### src/sv/lfbr_pkg.sv
`timescale 1ns / 1ps

package lfbr_pkg;

   // panel geometry
   localparam int COLUMNS       = 128;
   localparam int PAGES         = 8;
   localparam int BLANK_COLUMNS = 132;
   localparam int HEADER_STEPS  = 3;

   localparam int ROWS        = PAGES * 8;
   localparam int STORE_BYTES = COLUMNS * PAGES;
   localparam int ADDR_W      = $clog2(STORE_BYTES);
   localparam int PAGE_W      = (PAGES > 1) ? $clog2(PAGES) : 1;
   localparam int STEP_W      = $clog2(HEADER_STEPS + BLANK_COLUMNS);

   // limits in the width of the coordinate ports
   localparam logic [7:0] COLUMNS_B = 8'(COLUMNS);
   localparam logic [7:0] ROWS_B    = 8'(ROWS);

   // job queue between front and back, depth is a power of two
   localparam int QUEUE_DEPTH = 2;
   localparam int QPTR_W      = $clog2(QUEUE_DEPTH);

   // request command codes
   localparam logic [2:0] CMD_PIXEL   = 3'd0;
   localparam logic [2:0] CMD_BYTE    = 3'd1;
   localparam logic [2:0] CMD_REFRESH = 3'd2;
   localparam logic [2:0] CMD_BLANK   = 3'd3;
   localparam logic [2:0] CMD_TICK    = 3'd4;

   // register indexes
   localparam logic [1:0] CSR_PAGE_CMD_BASE   = 2'd0;
   localparam logic [1:0] CSR_COLUMN_LOW_CMD  = 2'd1;
   localparam logic [1:0] CSR_COLUMN_HIGH_CMD = 2'd2;

   typedef enum logic [2:0] {
      OP_PIXEL   = 3'd0,
      OP_BYTE    = 3'd1,
      OP_REFRESH = 3'd2,
      OP_BLANK   = 3'd3,
      OP_TICK    = 3'd4
   } op_type;

   // one queued job: for a pixel job data is the bit mask
   typedef struct packed {
      op_type            op;
      logic [ADDR_W-1:0] addr;
      logic [7:0]        data;
      logic              set;
   } job_type;

   typedef struct packed {
      logic [7:0] page_cmd_base;
      logic [7:0] column_low_cmd;
      logic [7:0] column_high_cmd;
   } cfg_type;

   typedef struct packed {
      logic clearing;
   } back_status_type;

endpackage

### src/sv/lfbr_queue.sv
`timescale 1ns / 1ps

module lfbr_queue import lfbr_pkg::*; (
   input  logic    clock,
   input  logic    reset,
   input  logic    push,
   input  job_type push_job,
   input  logic    pop,
   output logic    full,
   output logic    empty,
   output job_type head_job
);

   job_type           entry_ff [QUEUE_DEPTH];
   logic [QPTR_W-1:0] wr_ptr_ff;
   logic [QPTR_W-1:0] wr_ptr_in;
   logic [QPTR_W-1:0] rd_ptr_ff;
   logic [QPTR_W-1:0] rd_ptr_in;
   logic [QPTR_W:0]   count_ff;
   logic [QPTR_W:0]   count_in;

   assign full     = (count_ff == (QPTR_W + 1)'(QUEUE_DEPTH));
   assign empty    = (count_ff == '0);
   assign head_job = entry_ff[rd_ptr_ff];

   // pointer and fill count update
   always_comb begin
      wr_ptr_in = push ? wr_ptr_ff + QPTR_W'(1) : wr_ptr_ff;
      rd_ptr_in = pop ? rd_ptr_ff + QPTR_W'(1) : rd_ptr_ff;
      count_in  = count_ff;
      if (push && !pop) begin
         count_in = count_ff + (QPTR_W + 1)'(1);
      end else if (pop && !push) begin
         count_in = count_ff - (QPTR_W + 1)'(1);
      end
   end

   always_ff @(posedge clock) begin
      if (reset) begin
         wr_ptr_ff <= '0;
         rd_ptr_ff <= '0;
         count_ff  <= '0;
      end else begin
         wr_ptr_ff <= wr_ptr_in;
         rd_ptr_ff <= rd_ptr_in;
         count_ff  <= count_in;
      end
   end

   // job storage
   always_ff @(posedge clock) begin
      if (push) begin
         entry_ff[wr_ptr_ff] <= push_job;
      end
   end

endmodule

### config.mk
export PLATFORM = sky130hd
export DESIGN_NAME = lfbr_queue
export DESIGN_NICKNAME = d
export VERILOG_FILES = /design/src/sv/lfbr_pkg.sv /design/src/sv/lfbr_queue.sv
export SDC_FILE = /design/constraint.sdc
export NUM_CORES = 1
export LEC_CHECK = 0
export BUFFER_PORTS_ARGS = -buffer_cell sky130_fd_sc_hd__buf_4
export CAP_MARGIN = 40
export CORE_UTILIZATION = 49
export DETAILED_ROUTE_END_ITERATION = 6
export PLACE_DENSITY = 0.8
export SLEW_MARGIN = 10
export SYNTH_ARGS = -nofsm -noshare
export SYNTH_HDL_FRONTEND = slang
export SYNTH_SLANG_ARGS = --single-unit
### constraint.sdc
create_clock -name clock -period 2.2 [get_ports clock]
set_input_delay 0.33 -clock clock [delete_from_list [all_inputs] [get_ports clock]]
set_output_delay 0.33 -clock clock [all_outputs]
set_load 0.01 [all_outputs]
==> reports/qor.yml, run 1 <==
run_status: "completed"
timing.critical_path.slowest_cell_delay_ns: 0.53
grt.overflow.total: 0
place_ws_ns: 0.534
fmaxAchievable_ghz: 0.489
syn-cell-area_um2: 1790
synth_sequential_area_ratio_pct: 79.6
grt_pass1_wl_um: 4340
timing.final.setup_violations: 0
finalMaxSlewViolations: 0
yosysMostFrequentCell: "edfxtp_1"
worst_setup_path_start_kind: "register"
viasPerCell: 4.84
routabilityCongestion: 0.669
min-delay-path-class: "input pin to register"
ys_async_sr_fraction_pct: 0
top_level_ports: 50
yosys.cell_types.count: 15
ys_seq_elements: 49
crit_path_max_delay_cell_type: "dfxtp_1"
regArea_um2: 1420
crit_buf_inv: 2
syn-num-nets: 117
sw_share_pct: 21.8
synth_cells: 90
tritoncts_buffers: 5
clock_skew_ns: 0.00951
grt_start_max_net_pins: 23
cp_common_cell: "buf_4"
setup_ws_ns: 0.156
drtAntennaViolNets: 0
seqPwrFrac_pct: 58.5
synth_top_flop_cell: "edfxtp_1"
clock-sinks: 49
synthesis.area_per_instance_um2: 19.9
post_route_cells_drive_above_1_share_pct: 56.8
final_core_util_pct: 67.7
criticalPathCategory: "register to output pin"
synth_common_cells: "edfxtp_1 (44), mux2_2 (22), dfxtp_1 (5), nor2_1 (5)"
setup-tns-final_ns: 0
cts_max_path_buffers: 2
pwr-share-comb_pct: 14.3
track_usage_pct: 15.2
cts.htree.levels: 2
setup_repair_after_global_routing_missed_its_margin: "false"
max_slew.worst_pin.slew_ns: 0.354
synthToLayoutAreaGrowth_pct: 29.3
postPlaceCellArea_um2: 2230
clock_insertion_delay_worst_skew_ns: 0.36
final_min_period_over_clock_period_pct: 92.9
count_of_flip_flops_with_a_built_in_enable_after_synthesis: 44
period_minus_ws_final_ns: 2.04
synth_top_area_share_pct: 73.9
floorplan.die_area_um2: 3890
crit_path_end_kind: "output pin"
io_buffers: 49
path_max_fanout: 15
tritoncts: "done"
max_cap_viol_count: 0
initial_drc_count: 24
dpl.hpwl_um: 1900
rows: 21
num-fill-cells: 237
pwr-share-clk_pct: 27.2
cts_hold_buf: 0
core_area_um2: 3420
die_h_um: 62.4
layout.nets: 174
num_antenna_cells: 0
final_hold_vios: 0
detailroute.via_count: 939
postRouteWirelength_um: 2690
power_density_nw_per_um2: 816
cp.arrival_ns: 1.71
drt-wirelength-per-cell_um: 13.8
slew_headroom_pct: 76.4
post-cts-setup-buffers: 0
internal_power_w: 0.00147
floorplan.initialDensity_pct: 52.3
crit_chain: "buf_4, mux2_2, buf_4"
yosysTopAreaCell: "edfxtp_1"
max-vdd-ir-drop_mv: 0.462
vias_in_the_first_global_route: 979
antenna_violations_before_repair: 0
clk_pin_slew_ns: 0.14
p_sw_w: 0.000412
dr.pass1.iters: 4
yosysWarnings: 0
leakage_nw: 0.883
postLayoutCellArea_um2: 2310
timing.critical_path.max_delay_family: "flip-flops"
post_cts_resize_count: 0
ctsRootBufferMaster: "clkbuf_4"
cell_types_with_the_largest_area_share_after_synthesis: "edfxtp_1 (74%), mux2_2 (14%), dfxtp_1 (5.6%)"
drc_violation_count_after_routing: 0
data_required_time_at_the_worst_endpoint_ns: 1.87
chipWidth_um: 62.4
multiInputGateArea_um2: 354
-- registers in the layout, summed over array words and instances, names as in the netlist, named ones only --
signal,cells
count_ff,2
rd_ptr_ff,1
entry_ff,44
wr_ptr_ff,1
-- metal layers --
| metal | global-route usage, % | wire (um) | vias to the layer above |
|---|---|---|---|
| met5 | 0 | 0 | - |
| met4 | 6.10 | 42 | 0 |
| met3 | 5.11 | 174 | 5 |
| met2 | 27.3 | 1380 | 41 |
| met1 | 16.4 | 1090 | 439 |
| li1 | - | - | 454 |
-- worst paths after layout --
kind	startpoint	end	slack, ns	cells past startpoint
worst min-delay path	push_job[8]	entry_ff[1][8]	0.14	1
worst max-delay path	register	head_job[16]	0.16	3
worst max register to register	wr_ptr_ff	entry_ff[1][12]	0.83	2
worst min register to register	count_ff[1]	count_ff[1]	0.53	2
-- layout by cell type, fill, tap and decap left out --
| cell type | instances |
|---|---|
| buf_4 | 52 |
| nor2_1 | 5 |
| o21ai_0 | 1 |
| mux2_2 | 22 |
| and2_1 | 1 |
| or3_1 | 1 |
| and2b_2 | 1 |
| bufinv_16 | 1 |
| clkinvlp_4 | 1 |
| inv_1 | 1 |
| dfxtp_1 | 5 |
| edfxtp_1 | 44 |
| clkinv_4 | 1 |
| clkbuf_4 | 5 |
| xor2_1 | 2 |
| ha_1 | 1 |
| nor2b_2 | 1 |
| a21oi_1 | 1 |
| xnor2_1 | 2 |
-- cell families (layout without fill, tap and decap cells) --
| group | Yosys count | in the layout | share of synthesized area, % |
|---|---|---|---|
| compound gates | 2 | 2 | 0.560 |
| xor+xnor | 4 | 4 | 1.96 |
| fa+ha+maj | 1 | 1 | 0.700 |
| buf+inv | 3 | 61 | 0.770 |
| flops | 49 | 49 | 79.6 |
| mux | 22 | 22 | 13.9 |
| simple gates | 9 | 9 | 2.59 |
-- power groups by stage --
| stage | registers (W) | logic, W | clock network (W) |
|---|---|---|---|
| 2_1_floorplan | 0.00112 | 0.000137 | 0 |
| 3_3_place_gp | 0.00112 | 0.000268 | 0 |
| 5_1_grt | 0.00111 | 0.000290 | 0.000561 |
| 4_1_cts | 0.00110 | 0.000274 | 0.000524 |
| 6_report | 0.00110 | 0.000271 | 0.000512 |
| 3_5_place_dp | 0.00113 | 0.000273 | 0 |
-- cell type report --
class / instances / area share [%]
clock buffers: 5 / 1.62
repair buffers: 52 / 16.9
inverters: 1 / 0.162
clock inverters: 3 / 2.00
multi-input cells: 38 / 15.3
flip-flops and latches: 49 / 61.5
well taps: 46 / 2.49
-- stage by stage --
| stage | total power, W | instances | hold slack (ns) |
|---|---|---|---|
| 2_1_floorplan | 0.00125 | 90 | 0.399 |
| 3_3_place_gp | 0.00139 | 186 | 0.473 |
| 3_5_place_dp | 0.00140 | 186 | 0.498 |
| 4_1_cts | 0.00190 | 194 | 0.129 |
| 5_1_grt | 0.00196 | 194 | 0.115 |
| 6_report | 0.00189 | 194 | 0.139 |
Power figures use the tool's default switching activity.
==> run 2: changes to the inputs <==
BUFFER_PORTS_ARGS = default   (was -buffer_cell sky130_fd_sc_hd__buf_4)
DONT_BUFFER_PORTS = 1   (was default)
PLACE_DENSITY = 0.68   (was 0.8)
==> run 2 against run 1 <==
Die area unchanged. Cell area down 17%. Sequential power about the same. Critical path type unchanged. Sequential share of layout area up 12 points. Critical path depth down 1. Clock-buffer cell count unchanged. Combinational power down 38%. Critical endpoint is now head_job[3].
==> reports/qor.yml, run 2 (synthesized netlist as in run 1, its figures left out) <==
vias_in_the_first_global_route: 851  # -13%
num-fill-cells: 288  # +22%
setup_repair_after_global_routing_missed_its_margin: "false"
timing.final.setup_violations: 0  # unchanged
max_cap_viol_count: 0  # unchanged
post_cts_resize_count: 0  # unchanged
dr.pass1.iters: 4  # unchanged
sw_share_pct: 22.7  # +0.84 points
postRouteWirelength_um: 2500  # -7.0%
final_hold_vios: 0  # unchanged
drt-wirelength-per-cell_um: 17.0  # +23%
post-cts-setup-buffers: 0  # unchanged
multiInputGateArea_um2: 354  # unchanged
detailroute.via_count: 783  # -17%
cts_max_path_buffers: 2  # unchanged
viasPerCell: 5.33  # +10%
dpl.hpwl_um: 1740  # -8.8%
clock-sinks: 49  # unchanged
p_sw_w: 0.000373  # -9.3%
cts_hold_buf: 0  # unchanged
place_ws_ns: 0.732  # +0.198 ns
seqPwrFrac_pct: 66.7  # +8.2 points
path_max_fanout: 12  # -3
max-vdd-ir-drop_mv: 0.580  # +25%
core_area_um2: 3420  # unchanged
cp.arrival_ns: 1.30  # -0.41 ns
dp.cells: 139  # -25%
grt_pass1_wl_um: 4050  # -6.7%
ctsRootBufferMaster: "clkbuf_4"
clk_pin_slew_ns: 0.13  # about the same
grt_start_max_net_pins: 16  # -30%
stdcell_count: 147  # -24%
top_regs: "entry_ff: 44 flops, count_ff: 2 flops"
postLayoutCellArea_um2: 1930  # -17%
final_core_util_pct: 56.5  # -11 points
max_slew.worst_pin.slew_ns: 0.566  # +0.212 ns
regMostFlops: "entry_ff"
final_min_period_over_clock_period_pct: 73.9  # -19 points
largest_register_ffs: 44  # unchanged
most_common_cell_after_layout_fill_and_taps_aside: "edfxtp_1"
post_route_cells_drive_above_1_share_pct: 36.6  # -20 points
fmaxAchievable_ghz: 0.615  # +26%
clock_insertion_delay_worst_skew_ns: 0.34  # -0.02 ns
clock_skew_ns: 0.00373  # -0.00578 ns
crit_path_end_kind: "output pin"
run_status: "completed"
drc_violation_count_after_routing: 0  # unchanged
tritoncts: "done"
finalMaxSlewViolations: 0  # unchanged
worst_setup_path_start_kind: "register"
io_buffers: 0  # -100%
criticalPathCategory: "register to output pin"
cts.htree.levels: 2  # unchanged
pwr-share-clk_pct: 23.0  # -4.2 points
tritoncts_buffers: 5  # unchanged
num_antenna_cells: 0  # unchanged
synthToLayoutAreaGrowth_pct: 7.98
power_density_nw_per_um2: 854  # +4.6%
final_cell_mix: "edfxtp_1 (44), mux2_2 (22)"
antenna_violations_before_repair: 0  # unchanged
setup_ws_ns: 0.574  # +0.418 ns
leakage_nw: 0.647  # -27%
setup-tns-final_ns: 0  # unchanged
floorplan.initialDensity_pct: 52.3  # unchanged
die_h_um: 62.4  # unchanged
initial_drc_count: 10  # -58%
internal_power_w: 0.00127  # -14%
postPlaceCellArea_um2: 1870  # -16%
regArea_um2: 1420  # unchanged
slew_headroom_pct: 62.1  # -14 points
data_required_time_at_the_worst_endpoint_ns: 1.87  # about the same
grt.overflow.total: 0  # unchanged
track_usage_pct: 14.3  # -0.96 points
drtAntennaViolNets: 0  # unchanged
min-delay-path-class: "input pin to register"
top_level_ports: 50  # unchanged
floorplan.die_area_um2: 3890  # unchanged
layout.nets: 127  # -27%
pwr-share-comb_pct: 10.2  # -4.1 points
rows: 21  # unchanged
chipWidth_um: 62.4  # unchanged
routabilityCongestion: 0.636  # -5.0%
period_minus_ws_final_ns: 1.63  # -0.418 ns
-- run 2: cell types whose count changed in the layout (fill, tap and decap cells not counted) --
cell and delta:
buf_4 -47, bufinv_16 -1, clkinv_2 +2, clkinv_4 -1
-- run 2: stage by stage --
step	hold slack (ns)	total power (W)
floorplan	0.399	0.00125
global placement	0.401	0.00129
detailed placement	0.404	0.00129
CTS	0.0173	0.00167
global route	0.00376	0.00172
finish	0.0331	0.00165
-- run 2: metal layers --
metal / track usage (%) / vias to the layer above / wire length, um
met3: 6.20 / 5 / 221
met1: 15.2 / 384 / 901
li1: - / 359 / -
met4: 6.10 / 0 / 40
met5: 0 / - / 0
met2: 24.6 / 35 / 1330
-- run 2: power groups by stage --
stage / Sequential, W / Combinational (W) / Clock, W
after CTS: 0.00110 / 0.000173 / 0.000396
after detailed placement: 0.00112 / 0.000172 / 0
after floorplan: 0.00112 / 0.000137 / 0
after global placement: 0.00112 / 0.000169 / 0
after global routing: 0.00111 / 0.000182 / 0.000428
final: 0.00110 / 0.000169 / 0.000379
-- run 2: path summary, 6_finish.rpt --
check | startpoint | cells past startpoint | to | slack (ns)
worst min register to register | count_ff[1] | 2 | count_ff[1] | 0.53
worst max register to register | wr_ptr_ff | 2 | entry_ff[0][17] | 0.76
worst min-delay path | reset | 1 | wr_ptr_ff | 0.03
worst max-delay path | register | 2 | head_job[3] | 0.57
-- run 2: cell type report --
| type | instances | share of cell area, % |
|---|---|---|
| Multi-Input combinational cell | 38 | 18.4 |
| Sequential cell | 49 | 73.7 |
| Inverter | 1 | 0.195 |
| Clock buffer | 5 | 1.95 |
| Clock inverter | 3 | 0.908 |
| Timing Repair Buffer | 5 | 1.95 |
| Tap cell | 46 | 2.98 |
-- run 2: critical path, stage by stage (launching register included) --
cell	delay [ns]
dfxtp_1	0.35
buf_4	0.20
mux2_2	0.39
