File: src/sv/lfbr_pkg.sv
`timescale 1ns / 1ps

package lfbr_pkg;

   // panel geometry
   localparam int COLUMNS       = 128;
   localparam int PAGES         = 8;
   localparam int BLANK_COLUMNS = 132;
   localparam int HEADER_STEPS  = 3;

   localparam int ROWS        = PAGES * 8;
   localparam int STORE_BYTES = COLUMNS * PAGES;
   localparam int ADDR_W      = $clog2(STORE_BYTES);
   localparam int PAGE_W      = (PAGES > 1) ? $clog2(PAGES) : 1;
   localparam int STEP_W      = $clog2(HEADER_STEPS + BLANK_COLUMNS);

   // limits in the width of the coordinate ports
   localparam logic [7:0] COLUMNS_B = 8'(COLUMNS);
   localparam logic [7:0] ROWS_B    = 8'(ROWS);

   // job queue between front and back, depth is a power of two
   localparam int QUEUE_DEPTH = 2;
   localparam int QPTR_W      = $clog2(QUEUE_DEPTH);

   // request command codes
   localparam logic [2:0] CMD_PIXEL   = 3'd0;
   localparam logic [2:0] CMD_BYTE    = 3'd1;
   localparam logic [2:0] CMD_REFRESH = 3'd2;
   localparam logic [2:0] CMD_BLANK   = 3'd3;
   localparam logic [2:0] CMD_TICK    = 3'd4;

   // register indexes
   localparam logic [1:0] CSR_PAGE_CMD_BASE   = 2'd0;
   localparam logic [1:0] CSR_COLUMN_LOW_CMD  = 2'd1;
   localparam logic [1:0] CSR_COLUMN_HIGH_CMD = 2'd2;

   typedef enum logic [2:0] {
      OP_PIXEL   = 3'd0,
      OP_BYTE    = 3'd1,
      OP_REFRESH = 3'd2,
      OP_BLANK   = 3'd3,
      OP_TICK    = 3'd4
   } op_type;

   // one queued job: for a pixel job data is the bit mask
   typedef struct packed {
      op_type            op;
      logic [ADDR_W-1:0] addr;
      logic [7:0]        data;
      logic              set;
   } job_type;

   typedef struct packed {
      logic [7:0] page_cmd_base;
      logic [7:0] column_low_cmd;
      logic [7:0] column_high_cmd;
   } cfg_type;

   typedef struct packed {
      logic clearing;
   } back_status_type;

endpackage

File: src/sv/lfbr_front.sv
`timescale 1ns / 1ps

module lfbr_front import lfbr_pkg::*; (
   input  logic            start,
   input  logic [2:0]      req_cmd,
   input  logic [7:0]      req_column,
   input  logic [7:0]      req_row,
   input  logic [7:0]      req_value,
   input  logic            q_full,
   input  back_status_type status,
   output logic            busy,
   output logic            push,
   output job_type         push_job
);

   logic [7:0]        x;
   logic [7:0]        y;
   logic              pixel_ok;
   logic              byte_ok;
   logic              keep;
   logic [ADDR_W-1:0] pix_addr;
   logic [ADDR_W-1:0] byte_addr;

   // no new word while the queue is full or the store is being cleared
   assign busy = q_full || status.clearing;

   // pixel coordinates are 1-based, byte coordinates 0-based
   assign x        = req_column - 8'd1;
   assign y        = req_row - 8'd1;
   assign pixel_ok = (req_column != 8'd0) && (req_column <= COLUMNS_B) &&
                     (req_row != 8'd0) && (req_row <= ROWS_B);
   assign byte_ok  = (req_column < COLUMNS_B) && (req_row < ROWS_B);

   assign pix_addr  = ADDR_W'(ADDR_W'(y[7:3]) * ADDR_W'(COLUMNS) + ADDR_W'(x));
   assign byte_addr = ADDR_W'(ADDR_W'(req_row[7:3]) * ADDR_W'(COLUMNS) + ADDR_W'(req_column));

   // classify the command, drop out-of-range writes and unknown codes
   always_comb begin
      keep          = 1'b0;
      push_job.op   = OP_TICK;
      push_job.addr = pix_addr;
      push_job.data = 8'(8'd1 << y[2:0]);
      push_job.set  = (req_value != 8'd0);
      case (req_cmd)
         CMD_PIXEL: begin
            keep        = pixel_ok;
            push_job.op = OP_PIXEL;
         end
         CMD_BYTE: begin
            keep          = byte_ok;
            push_job.op   = OP_BYTE;
            push_job.addr = byte_addr;
            push_job.data = req_value;
         end
         CMD_REFRESH: begin
            keep        = 1'b1;
            push_job.op = OP_REFRESH;
         end
         CMD_BLANK: begin
            keep        = 1'b1;
            push_job.op = OP_BLANK;
         end
         CMD_TICK: begin
            keep        = 1'b1;
            push_job.op = OP_TICK;
         end
         default: begin
            keep = 1'b0;
         end
      endcase
   end

   assign push = start && !busy && keep;

endmodule

File: config.mk
export PLATFORM = sky130hd
export DESIGN_NAME = lfbr_front
export DESIGN_NICKNAME = d
export VERILOG_FILES = /design/src/sv/lfbr_pkg.sv /design/src/sv/lfbr_front.sv
export SDC_FILE = /design/constraint.sdc
export NUM_CORES = 1
export LEC_CHECK = 0
export ABC_AREA = 1
export BUFFER_PORTS_ARGS = -buffer_cell sky130_fd_sc_hd__buf_4
export CAP_MARGIN = 20
export CORE_AREA = 2 2 44 46
export DETAILED_ROUTE_END_ITERATION = 12
export DIE_AREA = 0 0 46 48
export GPL_TIMING_DRIVEN = 0
export PLACE_DENSITY = 0.8
export SLEW_MARGIN = 40
export SYNTH_ARGS = -nofsm -noshare
export SYNTH_HDL_FRONTEND = slang
export SYNTH_SLANG_ARGS = --single-unit
File: constraint.sdc
create_clock -name vclk -period 1.4
set_input_delay 0 -clock vclk [all_inputs]
set_output_delay 0 -clock vclk [all_outputs]
set_load 0.02 [all_outputs]
==> results of run 1 <==
==> through the flow <==
step	hold slack, ns	setup TNS (ns)
2_1_floorplan	0.05469	0
3_3_place_gp	0.2820	-0.2277
3_5_place_dp	0.2873	-0.3095
4_1_cts	0.2870	0
5_1_grt	0.2984	-0.07431
6_report	0.2870	0
==> power breakdown <==
| part | internal, uW | switching [uW] |
|---|---|---|
| sequential | 0 | 0 |
| clock | 0 | 0 |
| combinational | 187 | 212 |
| total | 187 | 212 |
==> cells by family after synthesis <==
group | count (synthesis) | synth area share [%]
xor+xnor | 7 | 9.041
simple gates | 74 | 49.63
buf+inv | 20 | 14.02
compound gates | 13 | 12.55
fa+ha+maj | 8 | 14.76
==> final cells by class <==
cell class	instances	area, um2
Multi-Input combinational cell	102	608.1
Fill cell	160	525.5
Timing Repair Buffer	57	439.2
Inverter	17	63.81
Buffer	3	31.28
Tap cell	17	21.27
==> worst paths after layout <==
| kind | endpoint | slack [ns] |
|---|---|---|
| min | busy | 0.29 |
| max | push_job[18] | 0.003 |
==> synthesized netlist by cell type, drive strengths merged <==
| cell | instances |
|---|---|
| nand2 | 40 |
| inv | 17 |
| nor2 | 17 |
| nand3 | 9 |
| ha | 8 |
| o21ai | 7 |
| xor2 | 5 |
| nand4 | 4 |
| o41ai | 3 |
| buf | 2 |
| nor4 | 2 |
| xnor2 | 2 |
| a21oi | 1 |
| a31oi | 1 |
| dlygate4sd1 | 1 |
| nand3b | 1 |
| nor3 | 1 |
| o31ai | 1 |
==> timing repair <==
item | CTS | global route
pin swaps | 6 | 5
gates cloned | 0 | 0
endpoints found under the setup margin | 2 | 2
setup buffers | 2 | 1
gates resized for setup | 6 | 4
==> routing by layer <==
layer	GRT usage (%)	vias to the layer above
li1	-	516
met1	19.78	432
met2	42.22	50
met3	3.019	4
met4	3.429	0
met5	0	-
==> critical path, stage by stage <==
cell,delay [ns]
buf_8,0.10
nor2_4,0.11
nand2_2,0.07
inv_2,0.06
nand4_1,0.09
xor2_1,0.17
ha_2,0.20
ha_4,0.16
nand3b_1,0.15
nand3_1,0.07
o21ai_1,0.06
buf_4,0.16
==> flow_summary_export.csv, run 1 <==
group,metric,value,unit
routing,top_layer,"met4",
die,num_io_pins,54,
sta,tightest_slew,0.3000,ns
logic_synthesis,syn_nets,160,
logic_synthesis,syn_area,678.2,um2
hold_path,worstHoldStart,"status",
placed_design,postPlaceCellArea,1105,um2
logic_synthesis,yosys.area.top_type_share,21.03,%
routing,wl_met3,189,um
die,std_cell_rows,15,
grt,antenna_found_initial,0,
routing,drt_pass1_iterations,4,
logic_synthesis,ys_warn_count,0,
grt,grt_overflow,0,
placed_design,gp_congestion,0.8091,
layout,drive_above_1_share,39.11,%
routing,via_per_inst,5.112,
layout,seq_cell_count,0,
routing,drt_iter0_markers,15,
placed_design,post-place-ws,-0.2246,ns
clocking,holdBufCountCts,0,
grt,grt_start_max_net_pins,11,
die,die_height,48,um
die,initial_core_util,40.15,%
worst_setup_path,path_class,"in -> out",
layout,nets,219,
layout,nClkBuffers,0,
layout,diodes,0,
routing,vias,1002,
power_and_ir_drop,p_leak,0.0006399,uW
die,die_w,46,um
logic_synthesis,yosys.area.top_type,"nand2_1",
routing,drc,0,
status,status,"complete, no violations",
worst_setup_path,worstSetupEndpointType,"primary output",
sta,drv_slew,0,
grt,grt_pass1_vias,883,
worst_setup_path,startpoint_type,"input port",
routing,wl_per_cell,11.27,um
layout,fin_cells,196,
layout,seq_area,0,um2
worst_setup_path,crit_start,"req_column[3]",
layout,layout_common_cells,"buf_4, nand2_1, inv_1, nor2_1, nand3_1",
sta,rsz0062_at_grt,"true",
sta,fmax,715.8,MHz
worst_setup_path,required,1.40,ns
routing,wl_met1,836,um
logic_synthesis,synthCells,122,
worst_setup_path,crit_fanout,2,
logic_synthesis,ys_seq_area_share,0,%
layout,syn_to_final_growth,71.59,%
sta,fin_crit_sh,99.79,%
job,drv_cap,0,
placed_design,dp.cells,193,
logic_synthesis,ys_types,23,
die,die-area,2208,um2
hold_path,hp-class,"in -> out",
worst_setup_path,worst_ep_arrival_time,1.40,ns
routing,postRouteAntennaNets,0,
layout,fin_util,68.89,%
sta,setup_viol,0,
routing,wl_met2,1152,um
sta,max-slew-margin-rel,79.74,%
power_and_ir_drop,powerDensity,342.6,nW/um2
placed_design,io_buffers,54,
logic_synthesis,syn_area_per_cell,5.559,um2
grt,grt_pass1_wl,3318,um
sta,hold_viol_final,0,
power_and_ir_drop,finalPower,398.7,uW
grt,grt.total_usage,19.77,%
placed_design,hpwlAfterDp,1756,um
die,core_area,1689,um2
layout,postLayoutCellArea,1164,um2
power_and_ir_drop,peakVddDrop,0.1899,mV
routing,drt-total-wl,2208,um
hold_path,hold_path_depth,4,
logic_synthesis,synth_area_leaders,"nand2_1, ha_1, nor2_1",
sta,period_minus_slack,1.397,ns
layout,final_common_cell,"buf_4",
sta,layout_setup_ws,0.002871,ns
No activity file was read; power rests on OpenSTA's default activity.
==> run 2, diff against run 1 <==
- ABC_AREA: 1 -> default
- CORE_AREA: 2 2 44 46 -> 2 2 42 44
- DIE_AREA: 0 0 46 48 -> 0 0 44 46
- PLACE_DENSITY: 0.8 -> 0.81
==> flow_summary_export.csv, run 2 <==
group,metric,value,unit
status,status,"finished, violations left",
status,violations,"negative setup slack",
logic_synthesis,yosys.area.top_type,"ha_1",
sta,tightest_slew,0.3856,ns
die,std_cell_rows,15,
sta,drv_slew,0,
sta,fmax,473.8,MHz
job,drv_cap,0,
logic_synthesis,synthCells,95,
layout,nClkBuffers,0,
layout,nets,191,
sta,max-slew-margin-rel,74.27,%
layout,layout_common_cells,"buf_4, nand2_1, buf_6, nor2_1, ha_1",
die,num_io_pins,54,
grt,grt_start_max_net_pins,11,
worst_setup_path,path_class,"in -> out",
logic_synthesis,syn_nets,133,
logic_synthesis,ys_warn_count,0,
placed_design,hpwlAfterDp,1578,um
sta,period_minus_slack,2.111,ns
routing,drt-total-wl,1989,um
worst_setup_path,crit_chain,"buf_6 -> or4_4 -> nor4_4 -> xor2_1 -> ha_2 -> ha_4 -> or3_4 -> a31oi_4 -> xor2_2 -> buf_6",
worst_setup_path,crit_family,"simple AND/OR/NAND/NOR gates",
layout,fin_cells,168,
layout,fill_cells,142,
sta,fin_crit_sh,150.8,%
worst_setup_path,crit_start,"req_column[5]",
grt,antenna_found_initial,0,
worst_setup_path,path_depth,10,
routing,drc,0,
worst_setup_path,worst_ep_arrival_time,2.11,ns
logic_synthesis,syn_area_per_cell,6.190,um2
grt,grt.total_usage,18.59,%
layout,seq_cell_count,0,
worst_setup_path,crit_top_cell,"buf_6",
routing,drt_iter0_markers,4,
logic_synthesis,ys_types,26,
layout,final_common_cell,"buf_4",
hold_path,hp-class,"in -> out",
sta,hold_viol_final,0,
sta,layout_setup_ws,-0.7106,ns
die,core_area,1614,um2
sta,rsz0062_at_grt,"true",
logic_synthesis,ys_seq_area_share,0,%
layout,drive_above_1_share,51.66,%
die,die_w,44,um
grt,grt_pass1_wl,2973,um
routing,drt_pass1_iterations,4,
logic_synthesis,netlist_top_cells_count,"nand2_1, ha_1, nor2_1",
layout,diodes,0,
routing,postRouteAntennaNets,0,
die,die_height,46,um
layout,multi_input_area,655.6,um2
sta,setup_viol,4,
placed_design,gp_congestion,0.7699,
worst_setup_path,slowest_delay,0.54,ns
worst_setup_path,cp.buffers_inverters,2,
grt,grt_pass1_vias,733,
grt,grt_overflow,0,
logic_synthesis,synth.most_common_cell,"nand2_1",
worst_setup_path,cp_slowest_cell,"or4_4",
die,die-area,2024,um2
worst_setup_path,startpoint_type,"input port",
worst_setup_path,required,1.40,ns
layout,syn_to_final_growth,101.1,%
layout,seq_area,0,um2
power_and_ir_drop,powerDensity,348.3,nW/um2
routing,wl_per_cell,11.84,um
placed_design,io_buffers,52,
placed_design,postPlaceCellArea,1062,um2
placed_design,dp.cells,164,
worst_setup_path,worstSetupEndpointType,"primary output",
logic_synthesis,synth_area_leaders,"ha_1, nand2_1, xor2_1",
power_and_ir_drop,peakVddDrop,0.1879,mV
logic_synthesis,syn_area,588.1,um2
hold_path,hold_path_depth,4,
logic_synthesis,yosys.area.top_type_share,17.02,%
die,initial_core_util,36.43,%
layout,postLayoutCellArea,1182,um2
routing,via_per_inst,5.030,
routing,vias,845,
hold_path,worstHoldStart,"q_full",
placed_design,post-place-ws,-0.7645,ns
power_and_ir_drop,p_leak,0.0005761,uW
worst_setup_path,endpoint,"push_job[18]",
worst_setup_path,crit_fanout,2,
==> run 2: changes by cell type after synthesis, sizes merged, moves of 3 or more <==
cell    before  now
nand2       40   25
inv         17    5
nor2        17    7
nand3        9    3
o21ai        7    2
o31ai        1    6
nand4        4    0
clkbuf       0    3
nor3b        0    3
or4          0    3
==> run 2: what timing repair did <==
item,in CTS,in global routing
hold endpoints to repair,0,0
gates resized for setup,5,17
pin swaps,2,5
hold buffers,0,0
buffers inserted,1,3
setup endpoints to repair,4,13
gates cloned,0,0
==> run 2: cell type report <==
class,count,area share [%]
Multi-Input combinational cell,84,55.45
Tap cell,17,1.799
Timing Repair Buffer,56,37.78
Inverter,5,1.587
Buffer,6,3.386
==> run 2: report_power, final <==
group          total [uW]  switching [uW]  internal, uW
registers               0               0             0
clock network           0               0             0
logic                 412             208           204
==> run 2: through the flow <==
step | TNS, ns | total power [uW] | hold slack, ns | utilization, %
final | -1.164 | 411.8 | 0.2808 | 73.26
after detailed placement | -1.354 | 373.5 | 0.2805 | 65.81
after CTS | -1.287 | 388.7 | 0.2843 | 67.36
after floorplan | -0.5332 | 188.9 | 0.07811 | -
after global placement | -3.708 | 364.9 | 0.2758 | 65.50
after global routing | -1.483 | 443.0 | 0.2990 | 73.26
==> run 2: logic make-up (layout without fill, tap and decap cells) <==
group	Yosys count	in the layout	synth area share, %
buffers and inverters	11	67	8.724
xor gates and xnor gates	9	9	13.41
adders and majority gates	8	8	17.02
and+or+nand+nor	54	54	44.89
muxes	1	1	1.702
AOI/OAI and AO/OA	12	12	14.26
==> run 2: how the worst min path moves through the flow <==
stage                   endpoint  slack, ns
floorplan           push_job[19]       0.08
global placement            busy       0.28
detailed placement          busy       0.28
CTS                         busy       0.28
global route        push_job[12]       0.30
finish                      busy       0.28
==> run 2: layer usage <==
| layer | vias to the layer above | part of all wire (%) | GRT usage, % |
|---|---|---|---|
| met1 | 366 | 36 | 20.98 |
| met3 | 0 | 7.5 | 1.587 |
| li1 | 445 | - | - |
| met4 | 0 | 0 | 0 |
| met2 | 34 | 57 | 39.12 |
| met5 | - | 0 | 0 |
==> run 3, diff against run 2 <==
- RECOVER_POWER: default -> 25
==> flow_summary_export.csv, run 3 (synthesis results as in run 2) <==
group,metric,value,unit
power_and_ir_drop,p_leak,0.0005583,uW
routing,drt-total-wl,1991,um
layout,syn_to_final_growth,97.87,%
clocking,holdBufCountCts,0,
routing,via_per_inst,5.030,
sta,fmax,473.8,MHz
die,num_io_pins,54,
status,status,"finished, violations left",
sta,period_minus_slack,2.111,ns
layout,drive_above_1_share,48.34,%
grt,grt_overflow,0,
layout,diodes,0,
power_and_ir_drop,p_sw_share,51.15,%
power_and_ir_drop,switchingPower,208.1,uW
layout,nets,191,
sta,drv_slew,0,
routing,drc,0,
hold_path,hp-class,"in -> out",
placed_design,postPlaceCellArea,1062,um2
grt,grt_start_max_net_pins,11,
routing,postRouteAntennaNets,0,
status,violations,"negative setup slack",
layout,seq_cell_count,0,
worst_setup_path,crit_fanout,2,
layout,final_common_cell,"buf_4",
sta,layout_setup_ws,-0.7106,ns
layout,layout_common_cells,"buf_4, nand2_1, buf_6, clkbuf_1, nor2_1",
worst_setup_path,required,1.40,ns
die,std_cell_rows,15,
sta,rsz0062_at_grt,"true",
power_and_ir_drop,p_int,198.7,uW
routing,drt_iter0_markers,4,
power_and_ir_drop,p_seq_share,0,%
placed_design,gp_congestion,0.7699,
routing,wl_per_cell,11.85,um
layout,multi_input_area,655.6,um2
worst_setup_path,path_class,"in -> out",
grt,grt_pass1_vias,733,
placed_design,hpwlAfterDp,1578,um
power_and_ir_drop,powerDensity,349.5,nW/um2
sta,tightest_slew,0.3856,ns
die,core_area,1614,um2
power_and_ir_drop,clkPwrFrac,0,%
worst_setup_path,startpoint_type,"input port",
job,drv_cap,0,
layout,seq_area,0,um2
layout,postLayoutCellArea,1164,um2
sta,setup_viol,4,
routing,drt_pass1_iterations,4,
placed_design,io_buffers,52,
worst_setup_path,worst_ep_arrival_time,2.11,ns
die,initial_core_util,36.43,%
die,die_w,44,um
grt,antenna_found_initial,0,
die,die_height,46,um
grt,grt.total_usage,18.59,%
power_and_ir_drop,peakVddDrop,0.1875,mV
routing,vias,845,
worst_setup_path,worstSetupEndpointType,"primary output",
grt,grt_pass1_wl,2973,um
sta,hold_viol_final,0,
die,die-area,2024,um2
layout,fin_util,72.09,%
layout,fill_cells,148,
power_and_ir_drop,p_comb_share,100.0,%
sta,max-slew-margin-rel,74.27,%
sta,fin_crit_sh,150.8,%
layout,nClkBuffers,0,
## run 3: cell count changes in the layout (fill, tap and decap cells not counted), sizes merged
cell,change
clkbuf,+5
buf,-5
## run 3: worst paths after layout
kind / from / depth (start not counted) / slack (ns) / to
worst min-delay path: req_column[3] / 3 / 0.29 / push_job[12]
worst max-delay path: req_column[5] / 10 / -0.71 / push_job[18]
## run 3: stage by stage
step / instances / hold WS [ns] / worst slack, ns / power (uW) / setup TNS [ns]
floorplan: 95 / 0.07811 / -0.5332 / 188.9 / -0.5332
global placement: 164 / 0.2758 / -0.7404 / 364.9 / -3.708
detailed placement: 164 / 0.2805 / -0.7645 / 373.5 / -1.354
CTS: 165 / 0.2843 / -0.7509 / 388.7 / -1.287
global route: 168 / 0.2990 / -0.7971 / 437.7 / -1.483
finish: 168 / 0.2886 / -0.7106 / 406.7 / -1.164
## run 3: worst max-delay path, cell delays in order
cell,delay [ns]
buf_6,0.09
or4_4,0.54
nor4_4,0.17
xor2_1,0.12
ha_2,0.21
ha_4,0.15
or3_4,0.37
a31oi_4,0.16
xor2_2,0.15
buf_6,0.13
## run 3: repair_timing
action / in CTS / in global routing
endpoints found under the setup margin: 4 / 13
pin swaps: 2 / 5
resized for setup: 5 / 17
setup buffers: 1 / 3
hold endpoints to repair: 0 / 0
## run 3: cell type report
class                      count  share of cell area (%)
timing repair buffer          56                   36.77
buffer                         6                   3.441
inverter                       5                   1.613
tap                           17                   1.828
multi-input combinational     84                   56.34
## run 3: power by group through the flow
stage          sequential [uW]  clock, uW  combinational, uW
2_1_floorplan                0          0                189
3_3_place_gp                 0          0                365
3_5_place_dp                 0          0                374
4_1_cts                      0          0                389
5_1_grt                      0          0                438
6_report                     0          0                407
## run 3: layer usage
metal  share of wire [%]  routed length [um]  vias to the layer above  GRT usage [%]
met4                   0                   0                        0              0
met2                  56                1120                       34          39.12
met3                 7.5                 150                        0          1.587
met5                   0                   0                        -              0
li1                    -                   -                      445              -
met1                  36                 719                      366          20.98
